## src/gtli_pkg.sv

```systemverilog
// shared types and codes of the gain table level interpolator
`timescale 1ns / 1ps
package gtli_pkg;

    // fixed field widths
    localparam int VAL_W  = 16;
    localparam int CNT_W  = 5;
    localparam int DEN_W  = 17;
    localparam int PROD_W = 34;

    // operation codes of an input item
    typedef enum logic [1:0] {
        OP_LOOKUP  = 2'd0,
        OP_WR_GAIN = 2'd1,
        OP_WR_BP   = 2'd2,
        OP_UNKNOWN = 2'd3
    } t_op;

    // result status codes
    typedef enum logic [1:0] {
        ST_OK    = 2'd0,
        ST_RANGE = 2'd1,
        ST_DEGEN = 2'd2,
        ST_SAT   = 2'd3
    } t_status;

    // configuration register indexes
    localparam logic [1:0] CFG_LEVELS   = 2'd0;
    localparam logic [1:0] CFG_BANDS    = 2'd1;
    localparam logic [1:0] CFG_CHANNELS = 2'd2;

    // item class decided by the front part
    typedef enum logic [2:0] {
        K_LOOKUP  = 3'd0,
        K_SINGLE  = 3'd1,
        K_WR_GAIN = 3'd2,
        K_WR_BP   = 3'd3,
        K_ERR     = 3'd4
    } t_kind;

    // queue entry between front and back
    typedef struct packed {
        t_kind                    kind;
        logic                     ch;
        logic [3:0]               band;
        logic [3:0]               lvl;
        logic signed [VAL_W-1:0]  val;
        logic [CNT_W-1:0]         nl;
    } t_entry;

endpackage

```

## src/gtli_queue.sv

```systemverilog
// two-entry item queue between front and back
`timescale 1ns / 1ps
module gtli_queue import gtli_pkg::*; (
    input  logic   i_clk,
    input  logic   i_rst_n,
    input  logic   i_push,
    input  t_entry i_entry,
    input  logic   i_pop,
    output t_entry o_entry,
    output logic   o_empty,
    output logic   o_full
);

    t_entry     r_mem [2];
    logic       r_wp;
    logic       r_rp;
    logic [1:0] r_cnt;

    // storage
    always_ff @(posedge i_clk) begin
        if (i_push) r_mem[r_wp] <= i_entry;
    end

    // pointers and fill count
    always_ff @(posedge i_clk) begin
        if (!i_rst_n) begin
            r_wp  <= 1'b0;
            r_rp  <= 1'b0;
            r_cnt <= 2'd0;
        end else begin
            if (i_push) r_wp <= ~r_wp;
            if (i_pop) r_rp <= ~r_rp;
            r_cnt <= r_cnt + 2'(i_push) - 2'(i_pop);
        end
    end

    assign o_entry = r_mem[r_rp];
    assign o_empty = (r_cnt == 2'd0);
    assign o_full  = (r_cnt == 2'd2);

endmodule

```

## config.mk

```make
export PLATFORM = sky130hd
export DESIGN_NAME = gtli_queue
export DESIGN_NICKNAME = d
export VERILOG_FILES = /design/src/gtli_pkg.sv /design/src/gtli_queue.sv
export SDC_FILE = /design/constraint.sdc
export NUM_CORES = 1
export LEC_CHECK = 0
export BUFFER_PORTS_ARGS = -buffer_cell sky130_fd_sc_hd__buf_4
export CAP_MARGIN = 20
export CORE_MARGIN = 4
export CORE_UTILIZATION = 25
export CTS_CLUSTER_DIAMETER = 200
export DETAILED_ROUTE_END_ITERATION = 8
export HOLD_SLACK_MARGIN = 0.05
export PLACE_DENSITY_LB_ADDON = 0.15
export SLEW_MARGIN = 15
export SYNTH_ARGS = -nofsm -noshare
export SYNTH_HDL_FRONTEND = slang
export SYNTH_SLANG_ARGS = --single-unit
export TNS_END_PERCENT = 20
```

## constraint.sdc

```tcl
create_clock -name i_clk -period 5.05 [get_ports i_clk]
set_clock_uncertainty 0.2 [all_clocks]
set_input_delay 0.2525 -clock i_clk [delete_from_list [all_inputs] [get_ports i_clk]]
set_output_delay 0.2525 -clock i_clk [all_outputs]
set_load 0.01 [all_outputs]
```

Word-level counts from Yosys, hierarchy flattened
Memory sizes are Yosys's and may differ from the RTL's. A register that Yosys moved wholly into a read port is not among the register bits.
Cells that the tools add are included.
{ "word_totals": {"reg_bits": 4, "ram_bits": 66, "in_bits": 37, "output_inout_bits": 35, "word_cells": 14, "n_memories": 1} }
{ "classes": {"n_addsub": 2, "n_eq_ne": 1, "mux": 4, "bitwise": 2, "reduce_logical": 1} }
{ "memory_table": {"columns": ["name", "depth", "word_bits", "read_ports", "rd_clocked_by_memory_dff", "wr", "line_no", "source"], "rows": [
  ["r_mem", 2, 33, 1, 1, 1, "gtli_queue.sv:14", "t_entry r_mem [2];"]
]} }
{ "op_table": {"columns": ["operator", "count"], "rows": [
  ["2-to-1 mux 1 bit", 4],
  ["adder 2 x 1 -> 2 bit", 1],
  ["== test 2 bit, second input constant", 1],
  ["zero test 2 bit", 1],
  ["NOT 1 bit", 2],
  ["subtractor 2 x 1 -> 2 bit", 1]
]} }

Logic depth before layout (Yosys ltp)
{ "logic_depth": {"word_depth": 3, "ltp_mapped": 6, "depth_no_buf": 6} }

Worst setup path after synthesis
No wires, ideal clock.
{ "synth_timing": {"path_kind": "register to register", "startpoint": "register r_wp", "endpoint": "memory r_mem[0][0] in the netlist's numbering, enable pin", "setup_ns": 0.428, "t_arrival_ns": 1.820, "required_time_ns": 4.422, "path_slack_ns": 2.602, "stages_incl_launch_ff": 2, "n_path_buf": 0, "synth_period_minus_slack_ns": 2.448, "path_cell_list": "dfxtp_1 > nor2b_1"} }
{ "synth_rtl": {"columns": ["element", "line_no", "source"], "rows": [
  ["from (decl)", "gtli_queue.sv:15", "logic r_wp;"],
  ["from (signal assigned)", "gtli_queue.sv:31", "if (i_push) r_wp <= ~r_wp;"],
  ["to (decl)", "gtli_queue.sv:14", null]
]} }
No word-level cell before the write port.

==> metrics.md <==
| Metric | Value |
|---|---|
| Final setup vio count | 0 |
| Synthesized area per cell | 22.28 µm² |
| FF-to-FF path depth | 3 |
| Total CTS buffers | 9 |
| Register area share after synthesis | 0.7536 |
| Layout cells sized above 1 | 0.4918 |
| Met2 WL post-DR | between 2000 and 3000 µm |
| Unique masters post-synth | 14 |
| Most frequent cells in the layout | buf_4, edfxtp_1, dlygate4sd3_1 |
| Worst Path Required | between 4 and 5 ns |
| Critical path launch point type | register |
| Hold_sp | i_push |
| CTS tree | done |
| Final hold viol count | 0 |
| DR iter-0 viols | 31 |
| DRC violations left | 0 |
| Pre-CTS WS | between 3 and 4 ns |
| Leak | about 0.0016 µW |
| RR Endpoint | r_wp |
| Fillers | between 1000 and 1500 |
| CP arrival | about 1.8 ns |
| Num rows | 38 |
| Post-synthesis xor/xnor area fraction | 0.01132 |
| Top Layer Used | met4 |
| Total Die Area | between 10000 and 15000 µm² |
| ANT nets after route | 0 |
| Final WL | approximately 5000 µm |
| Finished Layout Cells | between 300 and 400 |
| Synthesized flop and latch total | 71 |
| ANT cells | 0 |
| FF-to-FF Start | r_wp |
| R2R setup slack | between 2 and 3 ns |
| Initial antenna violation count | 0 |
| Drt pass-1 iters | 4 |
| Placed Instances | around 330 |
| Postcts setup bufs | 0 |
| Avg WL per Cell | 13.07 µm |
| Die height | 113.1 µm |
| Hold Crit Class | primary input to register |
| Max_cap viols | 0 |
| Cell Area, Synth | 2763 µm² |
| First-pass GRT wire length | 7852 µm |
| Post-synthesis mux area share | 0.1753 |
| Crit share post-route | 0.4410 |
| Core Box Area | 10840 µm² |
| Met3 Wirelength | between 300 and 400 µm |
| Initial Utilization | 0.2548 |
| Fin area | just under 4000 µm² |
| Run status | complete, no violations |
| Synth Area in Adders | 0.009058 |
| Vias in the first global route | around 1600 |
| Clk sink count | 71 |
| Cell Area, Placed | around 3400 µm² |
| Vias/cell | 3.820 |
| Chip width | 113.1 µm |
| Clk_lat worst skew | ~0.33 ns |
| Final min period | about 2.2 ns |
| Setup CP Type | register to primary output |
| Metal-1 WL | ~2000 µm |
| Clk root buf | clkbuf_8 |
| Port Buffer Count | 71 |
| # resized after CTS | 0 |
| Critical Path End | o_entry[8] |
| Global Route Usage Sum | 0.08374 |
| CP Capture Type | primary output |
| YS warnings | 0 |
| I/O pins | about 70 |
| Final Wtd Congestion | 0.6113 |
| Worst Max-Slew Pin Slew | between 1 and 1.5 ns |
| Total negative slack | 0 ns |
| Synth-to-layout area growth | 43.66% |
| Layout Nets | approximately 280 |
| Max Transition Viols Final | 0 |
| Largest net degree at the start of global routing | 35 |
| Cells after Synth | 124 |
| Syn_nets | ~160 |
| Final global-route overflow total | 0 |
| Dpl hpwl | 3246 µm |
| Slew Limit Headroom | 0.3051 |
| Clk pin slew, worst setup/hold paths | approximately 0.070 ns |
| PwrDens | between 300 and 400 nW/µm² |
| Simple-gate portion of the synthesized area | 0.01947 |
| Via Count | between 1000 and 1500 |
| Critical Path Fanout Max | 18 |
| H-Tree Depth | 3 |
| Compound-Gate Fraction of Synth Area | 0.002717 |
| Worst vdd ir | roughly 0.13 mV |
| RSZ-0062 raised after global routing | no |
| Fmax | 449.0 MHz |
| Combinational family with the most area after synthesis | multiplexers |
| CTS Buffer Depth | 2 |
| Most common cell after layout, fill and taps aside | buf_4 |
| Final setup margin | about 2.8 ns |
==> power breakdown <==
| part | switching [µW] | leakage, µW | internal (µW) |
|---|---|---|---|
| clock network | 191 | 0.0000925 | 221 |
| logic | 76.4 | 0.000810 | 131 |
| registers | 16.9 | 0.000661 | 680 |
==> metal layers <==
layer  vias up  GRT usage
met2        45     0.1402
met4         0    0.04327
li1        704          -
met5         -          0
met1       711    0.08899
met3         7    0.03743
==> per-stage QoR <==
| stage | util | hold WS, ns | power, µW |
|---|---|---|---|
| 6_report | 0.3661 | 0.08334 | 1317 |
| 5_1_grt | 0.3661 | 0.07920 | 1380 |
| 4_1_cts | 0.3661 | 0.06904 | 1343 |
| 3_5_place_dp | 0.3164 | 0.2408 | 900.2 |
| 3_3_place_gp | 0.3145 | 0.2382 | 897.1 |
| 2_1_floorplan | - | 0.1514 | 815.9 |
==> sequential cells by signal (all words and copies together), names as in the netlist, named ones only <==
register / flops
r_rp: 1
r_mem: 66
r_wp: 1
r_cnt: 2
==> synth_stat cells <==
library cell	number	area (µm²)
ha_1	2	25.02
inv_1	2	7.510
nor2b_1	4	25.02
nor2_1	1	3.750
dfxtp_1	5	100.1
xnor3_1	1	22.52
and2_1	4	25.02
edfxtp_1	66	1982
mux2_2	3	33.78
o21a_1	1	7.510
buf_12	3	60.06
buf_6	1	11.26
mux2_4	30	450.4
xor2_1	1	8.760
==> critical path, stage by stage, from the launching register on <==
cell	delay, ns
dfxtp_2	0.70
buf_12	0.27
mux2_4	0.32
buf_4	0.14
==> cell families (layout without fill, tap and decap cells) <==
logic type | Yosys count | after routing
muxes | 33 | 33
adders and majority gates | 2 | 2
DFF | 71 | 71
and+or+nand+nor | 9 | 9
xor gates and xnor gates | 2 | 2
buffers and inverters | 6 | 126
AOI/OAI and AO/OA | 1 | 1
==> what timing repair did <==
action,in CTS,in global routing
endpoints found under the setup margin,0,0
hold buffers,36,0
hold endpoints to repair,71,0
==> area by class of cell <==
type | instances | area, µm² | area share
inverter | 2 | 7.507 | 0.001892
sequential | 71 | 2083 | 0.5249
timing repair buffer | 108 | 913.4 | 0.2301
tap | 140 | 175.2 | 0.04414
clock inverter | 6 | 51.30 | 0.01293
clock buffer | 10 | 127.6 | 0.03216
multi-input combinational | 47 | 610.6 | 0.1538
==> worst min path at each step <==
stage / end / slack [ns] / depth (start not counted)
after detailed placement: r_mem[1][12] / 0.24 / 1
after global placement: r_mem[0][18] / 0.24 / 1
after CTS: r_cnt[0] / 0.07 / 3
final: r_cnt[0] / 0.08 / 3
after floorplan: r_mem[0][0] / 0.15 / 0
after global routing: r_cnt[0] / 0.08 / 3
Power figures use the tool's default switching activity.
