### src/gtli_pkg.sv
// shared types and codes of the gain table level interpolator
`timescale 1ns / 1ps
package gtli_pkg;

    // fixed field widths
    localparam int VAL_W  = 16;
    localparam int CNT_W  = 5;
    localparam int DEN_W  = 17;
    localparam int PROD_W = 34;

    // operation codes of an input item
    typedef enum logic [1:0] {
        OP_LOOKUP  = 2'd0,
        OP_WR_GAIN = 2'd1,
        OP_WR_BP   = 2'd2,
        OP_UNKNOWN = 2'd3
    } t_op;

    // result status codes
    typedef enum logic [1:0] {
        ST_OK    = 2'd0,
        ST_RANGE = 2'd1,
        ST_DEGEN = 2'd2,
        ST_SAT   = 2'd3
    } t_status;

    // configuration register indexes
    localparam logic [1:0] CFG_LEVELS   = 2'd0;
    localparam logic [1:0] CFG_BANDS    = 2'd1;
    localparam logic [1:0] CFG_CHANNELS = 2'd2;

    // item class decided by the front part
    typedef enum logic [2:0] {
        K_LOOKUP  = 3'd0,
        K_SINGLE  = 3'd1,
        K_WR_GAIN = 3'd2,
        K_WR_BP   = 3'd3,
        K_ERR     = 3'd4
    } t_kind;

    // queue entry between front and back
    typedef struct packed {
        t_kind                    kind;
        logic                     ch;
        logic [3:0]               band;
        logic [3:0]               lvl;
        logic signed [VAL_W-1:0]  val;
        logic [CNT_W-1:0]         nl;
    } t_entry;

endpackage

### src/gtli_front.sv
// front part: configuration registers, item acceptance and classification
`timescale 1ns / 1ps
module gtli_front import gtli_pkg::*; #(
    parameter int MAX_CHANNELS = 2,
    parameter int MAX_BANDS    = 16,
    parameter int MAX_LEVELS   = 16
) (
    input  logic                    i_clk,
    input  logic                    i_rst_n,
    input  logic                    i_start,
    input  logic                    i_busy,
    input  logic [1:0]              i_operation,
    input  logic                    i_channel,
    input  logic [3:0]              i_band,
    input  logic [3:0]              i_level_index,
    input  logic signed [VAL_W-1:0] i_value,
    input  logic                    i_cfg_we,
    input  logic [1:0]              i_cfg_idx,
    input  logic [CNT_W-1:0]        i_cfg_wdata,
    output logic                    o_push,
    output t_entry                  o_entry
);

    logic [CNT_W-1:0] r_levels;
    logic [CNT_W-1:0] r_bands;
    logic [1:0]       r_channels;
    logic [CNT_W-1:0] nl;
    logic [CNT_W-1:0] nb;
    logic [1:0]       nc;
    logic             ch_bad;
    logic             band_bad;
    logic             lvl_bad;
    t_kind            kind;

    // configuration writes
    always_ff @(posedge i_clk) begin
        if (!i_rst_n) begin
            r_levels   <= CNT_W'(16);
            r_bands    <= CNT_W'(16);
            r_channels <= 2'd2;
        end else if (i_cfg_we) begin
            case (i_cfg_idx)
                CFG_LEVELS:   r_levels   <= i_cfg_wdata;
                CFG_BANDS:    r_bands    <= i_cfg_wdata;
                CFG_CHANNELS: r_channels <= i_cfg_wdata[1:0];
                default: ;
            endcase
        end
    end

    // in-use counts clamped to 1..max
    always_comb begin
        if (r_levels == '0) nl = CNT_W'(1);
        else if (int'(r_levels) > MAX_LEVELS) nl = CNT_W'(MAX_LEVELS);
        else nl = r_levels;
        if (r_bands == '0) nb = CNT_W'(1);
        else if (int'(r_bands) > MAX_BANDS) nb = CNT_W'(MAX_BANDS);
        else nb = r_bands;
        if (r_channels == '0) nc = 2'd1;
        else if (int'(r_channels) > MAX_CHANNELS) nc = 2'(MAX_CHANNELS);
        else nc = r_channels;
    end

    // range checks and classification
    always_comb begin
        ch_bad   = int'(i_channel) >= int'(nc);
        band_bad = int'(i_band) >= int'(nb);
        lvl_bad  = int'(i_level_index) >= int'(nl);
        unique case (t_op'(i_operation))
            OP_LOOKUP:  kind = (ch_bad || band_bad) ? K_ERR :
                               ((nl == CNT_W'(1)) ? K_SINGLE : K_LOOKUP);
            OP_WR_GAIN: kind = (ch_bad || band_bad || lvl_bad) ? K_ERR : K_WR_GAIN;
            OP_WR_BP:   kind = lvl_bad ? K_ERR : K_WR_BP;
            OP_UNKNOWN: kind = K_ERR;
        endcase
    end

    assign o_push        = i_start && !i_busy;
    assign o_entry.kind  = kind;
    assign o_entry.ch    = i_channel;
    assign o_entry.band  = i_band;
    assign o_entry.lvl   = i_level_index;
    assign o_entry.val   = i_value;
    assign o_entry.nl    = nl;

endmodule

### config.mk
export PLATFORM = sky130hd
export DESIGN_NAME = gtli_front
export DESIGN_NICKNAME = d
export VERILOG_FILES = /design/src/gtli_pkg.sv /design/src/gtli_front.sv
export SDC_FILE = /design/constraint.sdc
export NUM_CORES = 1
export LEC_CHECK = 0
export BUFFER_PORTS_ARGS = -buffer_cell sky130_fd_sc_hd__buf_2
export CAP_MARGIN = 0
export CELL_PAD_IN_SITES_DETAIL_PLACEMENT = 0
export CELL_PAD_IN_SITES_GLOBAL_PLACEMENT = 2
export CORE_UTILIZATION = 19
export DETAILED_ROUTE_END_ITERATION = 10
export PLACE_DENSITY = 0.74
export SLEW_MARGIN = 0
export SYNTH_ARGS = -nofsm -noshare
export SYNTH_HDL_FRONTEND = slang
export SYNTH_SLANG_ARGS = --single-unit
### constraint.sdc
create_clock -name i_clk -period 2 [get_ports i_clk]
set_input_delay 0.3 -clock i_clk [delete_from_list [all_inputs] [get_ports i_clk]]
set_output_delay 0.3 -clock i_clk [all_outputs]
set_load 0.02 [all_outputs]
Word-level counts from Yosys, hierarchy flattened
Cells that the tools add are included.
W data, S select, Z words.
{"block": "totals", "input_bits": 39, "out_inout_bits": 34, "wordCells": 38, "reg_bits": 12}
{"block": "op_classes", "magnitude_cmp": 6, "n_reduce_logical": 12, "muxes": 11, "eq_ne": 6}
{"operator": "$mux W5", "count": 4}
{"operator": "$pmux W3 S4", "count": 1}
{"operator": "$ge A4 B5 Y1", "count": 2}
{"operator": "$gt A5 B5 Y1 const B", "count": 2}
{"operator": "$logic_not A5 Y1", "count": 2}
{"operator": "$mux W3", "count": 3}
{"operator": "$eq A2 B2 Y1 const B", "count": 3}
{"operator": "$logic_not A2 Y1", "count": 3}
{"operator": "$reduce_and A2 Y1", "count": 3}
{"operator": "$eq A5 B1 Y1 const B", "count": 1}
{"operator": "$eq A2 B1 Y1 const B", "count": 2}
{"operator": "$mux W2", "count": 2}
{"operator": "$ge A1 B2 Y1", "count": 1}
{"operator": "$gt A2 B2 Y1 const B", "count": 1}
{"operator": "$logic_or A1 B1 Y1", "count": 2}
{"operator": "$logic_and A1 B1 Y1", "count": 1}
{"operator": "$logic_not A1 Y1", "count": 1}
{"operator": "$mux W1", "count": 1}

Logic depth before layout (Yosys ltp)
{"block": "depth", "ltp_word": 8, "mapped_depth": 9, "ltp_nobuf": 9}

Least setup slack after synthesis
OpenSTA, ideal clock, no wires.
{"block": "synth_path", "path_type": "register to output", "start": "register r_levels[1]", "end": "output port o_entry[32] (netlist bit)", "slack_ns": -0.281, "required_time_ns": 1.700, "t_arrival_ns": 1.981, "path_buffers": 0, "path_stages_with_launch": 10, "cell_sequence": "dfxtp_1 > nor3_1 > nor2_1 > nor2_1 > ha_1 > nor2_1 > a21oi_1 > o31ai_4 > a21oi_1 > a2bb2oi_1"}
{"item": "from (decl)", "line_no": "gtli_front.sv:24", "source": "logic [CNT_W-1:0] r_levels;"}
{"item": "from (signal assigned)", "line_no": "gtli_front.sv:43", "source": "CFG_LEVELS: r_levels <= i_cfg_wdata;"}
{"item": "to (decl)", "line_no": "gtli_front.sv:21", "source": "output t_entry o_entry"}

==> flow_metrics.py <==
metrics = {
    "drt": {
        "met2WireLength_um": 904,
        "first_pass_iters": 4,
        "dr.first_iter.drc_count": 9,
        "ant_nets": 0,
        "vias": 804,
        "route.detailed.vias_per_inst": 3.69,
        "wl_per_cell_um": 9.50,
        "routed_wl_mm": 2.07,
        "drc_errors": 0,
        "wl_met3_um": 146,
        "highest_layer": "met4",
        "routedLengthMet1_um": 979,
    },
    "critical_path": {
        "arrival_ns": 1.97,
        "cp_cell_sequence": "nor3_2 > nor2_1 > nor2_2 > ha_1 > nor2_2 > a21oi_2 > o31ai_4 > a21oi_1 > a2bb2oi_2 > buf_2",
        "crit_buf_inv": 1,
        "crit_top_cell": "nor2_2",
        "path_delay_family": "compound AO/OA/AOI/OAI gates",
        "path_class": "reg -> out",
        "slowest_stage": "dfxtp_2",
        "crit_path_end_kind": "primary output",
        "max_stage_delay_ns": 0.32,
        "cp_max_fo": 4,
        "cp-start-kind": "register",
        "worstPathRequired_ns": 1.70,
    },
    "yosys": {
        "synth_xor_area_frac": 0,
        "syn_area_per_cell_um2": 8.22,
        "syn-cell-area_um2": 953,
        "synth_compound_area_frac": 0.109,
        "syn_nets": 164,
        "synth_seq_area_share": 0.231,
        "synth_fa_ha_area_frac": 0.118,
        "ys_warn_count": 0,
        "synth_top_family_by_area": "buffers and inverters",
        "yosys.area_share.simple": 0.203,
        "yosys_register_bits": 11,
        "postSynthCellCount": 116,
        "ys_types": 23,
        "synth_mux_area_frac": 0.0945,
    },
    "die": {
        "die_h_um": 72.8,
        "rows": 25,
        "die_w_um": 72.8,
        "io_pins": 73,
        "die_area_mm2": 0.00530,
        "core_area_mm2": 0.00479,
        "initial_core_util": 0.199,
    },
    "final_layout": {
        "multiInputGateArea_um2": 548,
        "antennaDiodeCount": 0,
        "stdcell_count": 218,
        "layout_common_cells": "buf_2 (38), buf_4 (18), nand2_1 (11), nor2b_1 (11)",
        "design_area_mm2": 0.00128,
        "seq_area_um2": 223,
        "fill_cells": 519,
        "nets": 200,
        "syn_to_final_growth_pct": 34.8,
        "drive_above_1_share": 0.510,
        "final_common_cell": "buf_2",
    },
    "timing": {
        "relSlewSlack": 0.747,
        "fin_ws_ns": -0.274,
        "finalCritPeriodShare": 1.14,
        "slew_viol_final": 0,
        "setup_viol": 3,
        "fin_skew_ns": 0,
        "worst_pin_slew_ns": 0.379,
        "hold_violations": 0,
        "period_minus_slack_ns": 2.27,
        "fin_hold_ws_ns": 0.301,
        "final.setup.tns_ns": -0.733,
        "max_freq_mhz": 440,
        "rsz0062_at_grt": "yes",
    },
    "power_and_ir_drop": {
        "p_leak_nw": 0.658,
        "p_per_area_mw_per_mm2": 499,
        "power_mw": 0.641,
        "ir_worst_vdd_uv": 175,
    },
    "job": {
        "cap_violations": 0,
    },
    "clock_tree": {
        "cts_sinks": 11,
        "clk_pin_slew_worst_paths_ns": 0.05,
        "clk_latency_ns": 0.23,
        "cts_htree_levels": 1,
        "cts-root-buf": "clkbuf_8",
        "clockBufferDepth": 2,
        "cts_tree": "built",
        "cts_made_buffers": 3,
    },
    "hold_path": {
        "hold_class": "in -> reg",
    },
    "placement": {
        "dpl.cell_count": 210,
        "place_area_mm2": 0.00117,
        "gp_congestion": 0.677,
        "hpwl_mm": 1.79,
        "port_buffers": 40,
    },
    "global_route": {
        "first_global_vias": 773,
        "antenna_found_initial": 0,
        "overflow": 0,
        "grt_first_pass_wirelength_mm": 3.31,
        "gr-usage-all-layers": 0.0841,
        "grt_max_degree": 12,
    },
    "status": {
        "violations": "setup timing",
        "outcome": "finished, violations left",
    },
}
## tightest hold or removal path: cells and delay by family
kind,cells,cell delay (ns)
buf+inv,1,0.09
simple gates,1,0.06
mux,1,0.06
## path summary, 6_finish.rpt
kind / startpoint / end / slack (ns) / cells after the start
max: r_levels[3]$_SDFFE_PN0P_ / o_entry[32] / -0.27 / 10
min reg2reg: r_bands[0]$_SDFFE_PN0P_ / r_bands[0]$_SDFFE_PN0P_ / 0.54 / 2
min: i_cfg_wdata[4] / r_bands[4]$_SDFFE_PN1P_ / 0.30 / 3
max reg2reg: r_levels[4]$_SDFFE_PN1P_ / r_levels[4]$_SDFFE_PN1P_ / 1.18 / 3
## stage by stage
step                      setup WS, ns   util
after global placement          -0.114  0.245
after detailed placement        -0.102  0.245
after global routing            -0.415  0.268
after CTS                       -0.302  0.268
final                           -0.274  0.268
after floorplan                -0.0725      -
## cells by family (layout without fill, tap and decap cells)
logic type / count (synthesis) / in the layout
multiplexers: 9 / 9
AND/OR/NAND/NOR: 37 / 37
AO/OA/AOI/OAI: 13 / 13
adder cells (fa/ha/maj): 9 / 9
buffers and inverters: 37 / 72
flip-flops: 11 / 11
## report_power, final
part / switching, mW / internal [mW] / total, mW
Clock: 0.0826 / 0.140 / 0.222
Sequential: 0.00563 / 0.228 / 0.234
Combinational: 0.0930 / 0.0926 / 0.186
Total: 0.181 / 0.460 / 0.641
## Yosys cell counts
cell,n,area [µm²]
a31oi_2,1,12.5
nor2_1,9,33.8
nand2b_1,1,6.26
nand2_1,11,41.3
a21oi_1,4,20.0
a32oi_1,1,8.76
nor3_1,2,10.0
clkbuf_1,2,7.51
a221o_1,1,10.0
nand3b_1,2,15.0
inv_1,9,33.8
nor2b_1,11,68.8
dfxtp_1,11,220
buf_4,25,188
o21ai_1,1,5.00
inv_2,1,3.75
o21ai_0,2,10.0
o31ai_4,1,21.3
ha_1,9,113
o211ai_1,1,7.51
mux2i_1,9,90.1
nor3b_4,1,18.8
a2bb2oi_1,1,8.76
## cell type report
| cell class | count | area share |
|---|---|---|
| multi-input combinational | 68 | 0.426 |
| timing repair buffer | 58 | 0.271 |
| sequential | 11 | 0.173 |
| tap | 67 | 0.0652 |
| clock buffer | 4 | 0.0351 |
| inverter | 10 | 0.0292 |
## timing repair
item                                    in CTS  in global routing
cloned                                       0                  0
hold buffers                                 0                  0
endpoints found under the setup margin       3                  3
setup buffers                                4                  0
pin swaps                                    3                  0
resized for setup                           12                  1
## registers in the layout, summed over array words and instances, names as in the netlist
name / cells
r_levels: 5
r_bands: 5
r_channels: 1
## routing by layer
layer / up-vias / GRT usage
met2: 27 / 0.120
met5: - / 0
met4: 0 / 0.0414
li1: 428 / -
met1: 338 / 0.108
met3: 11 / 0.0345
(Power assumes the default switching activity.)
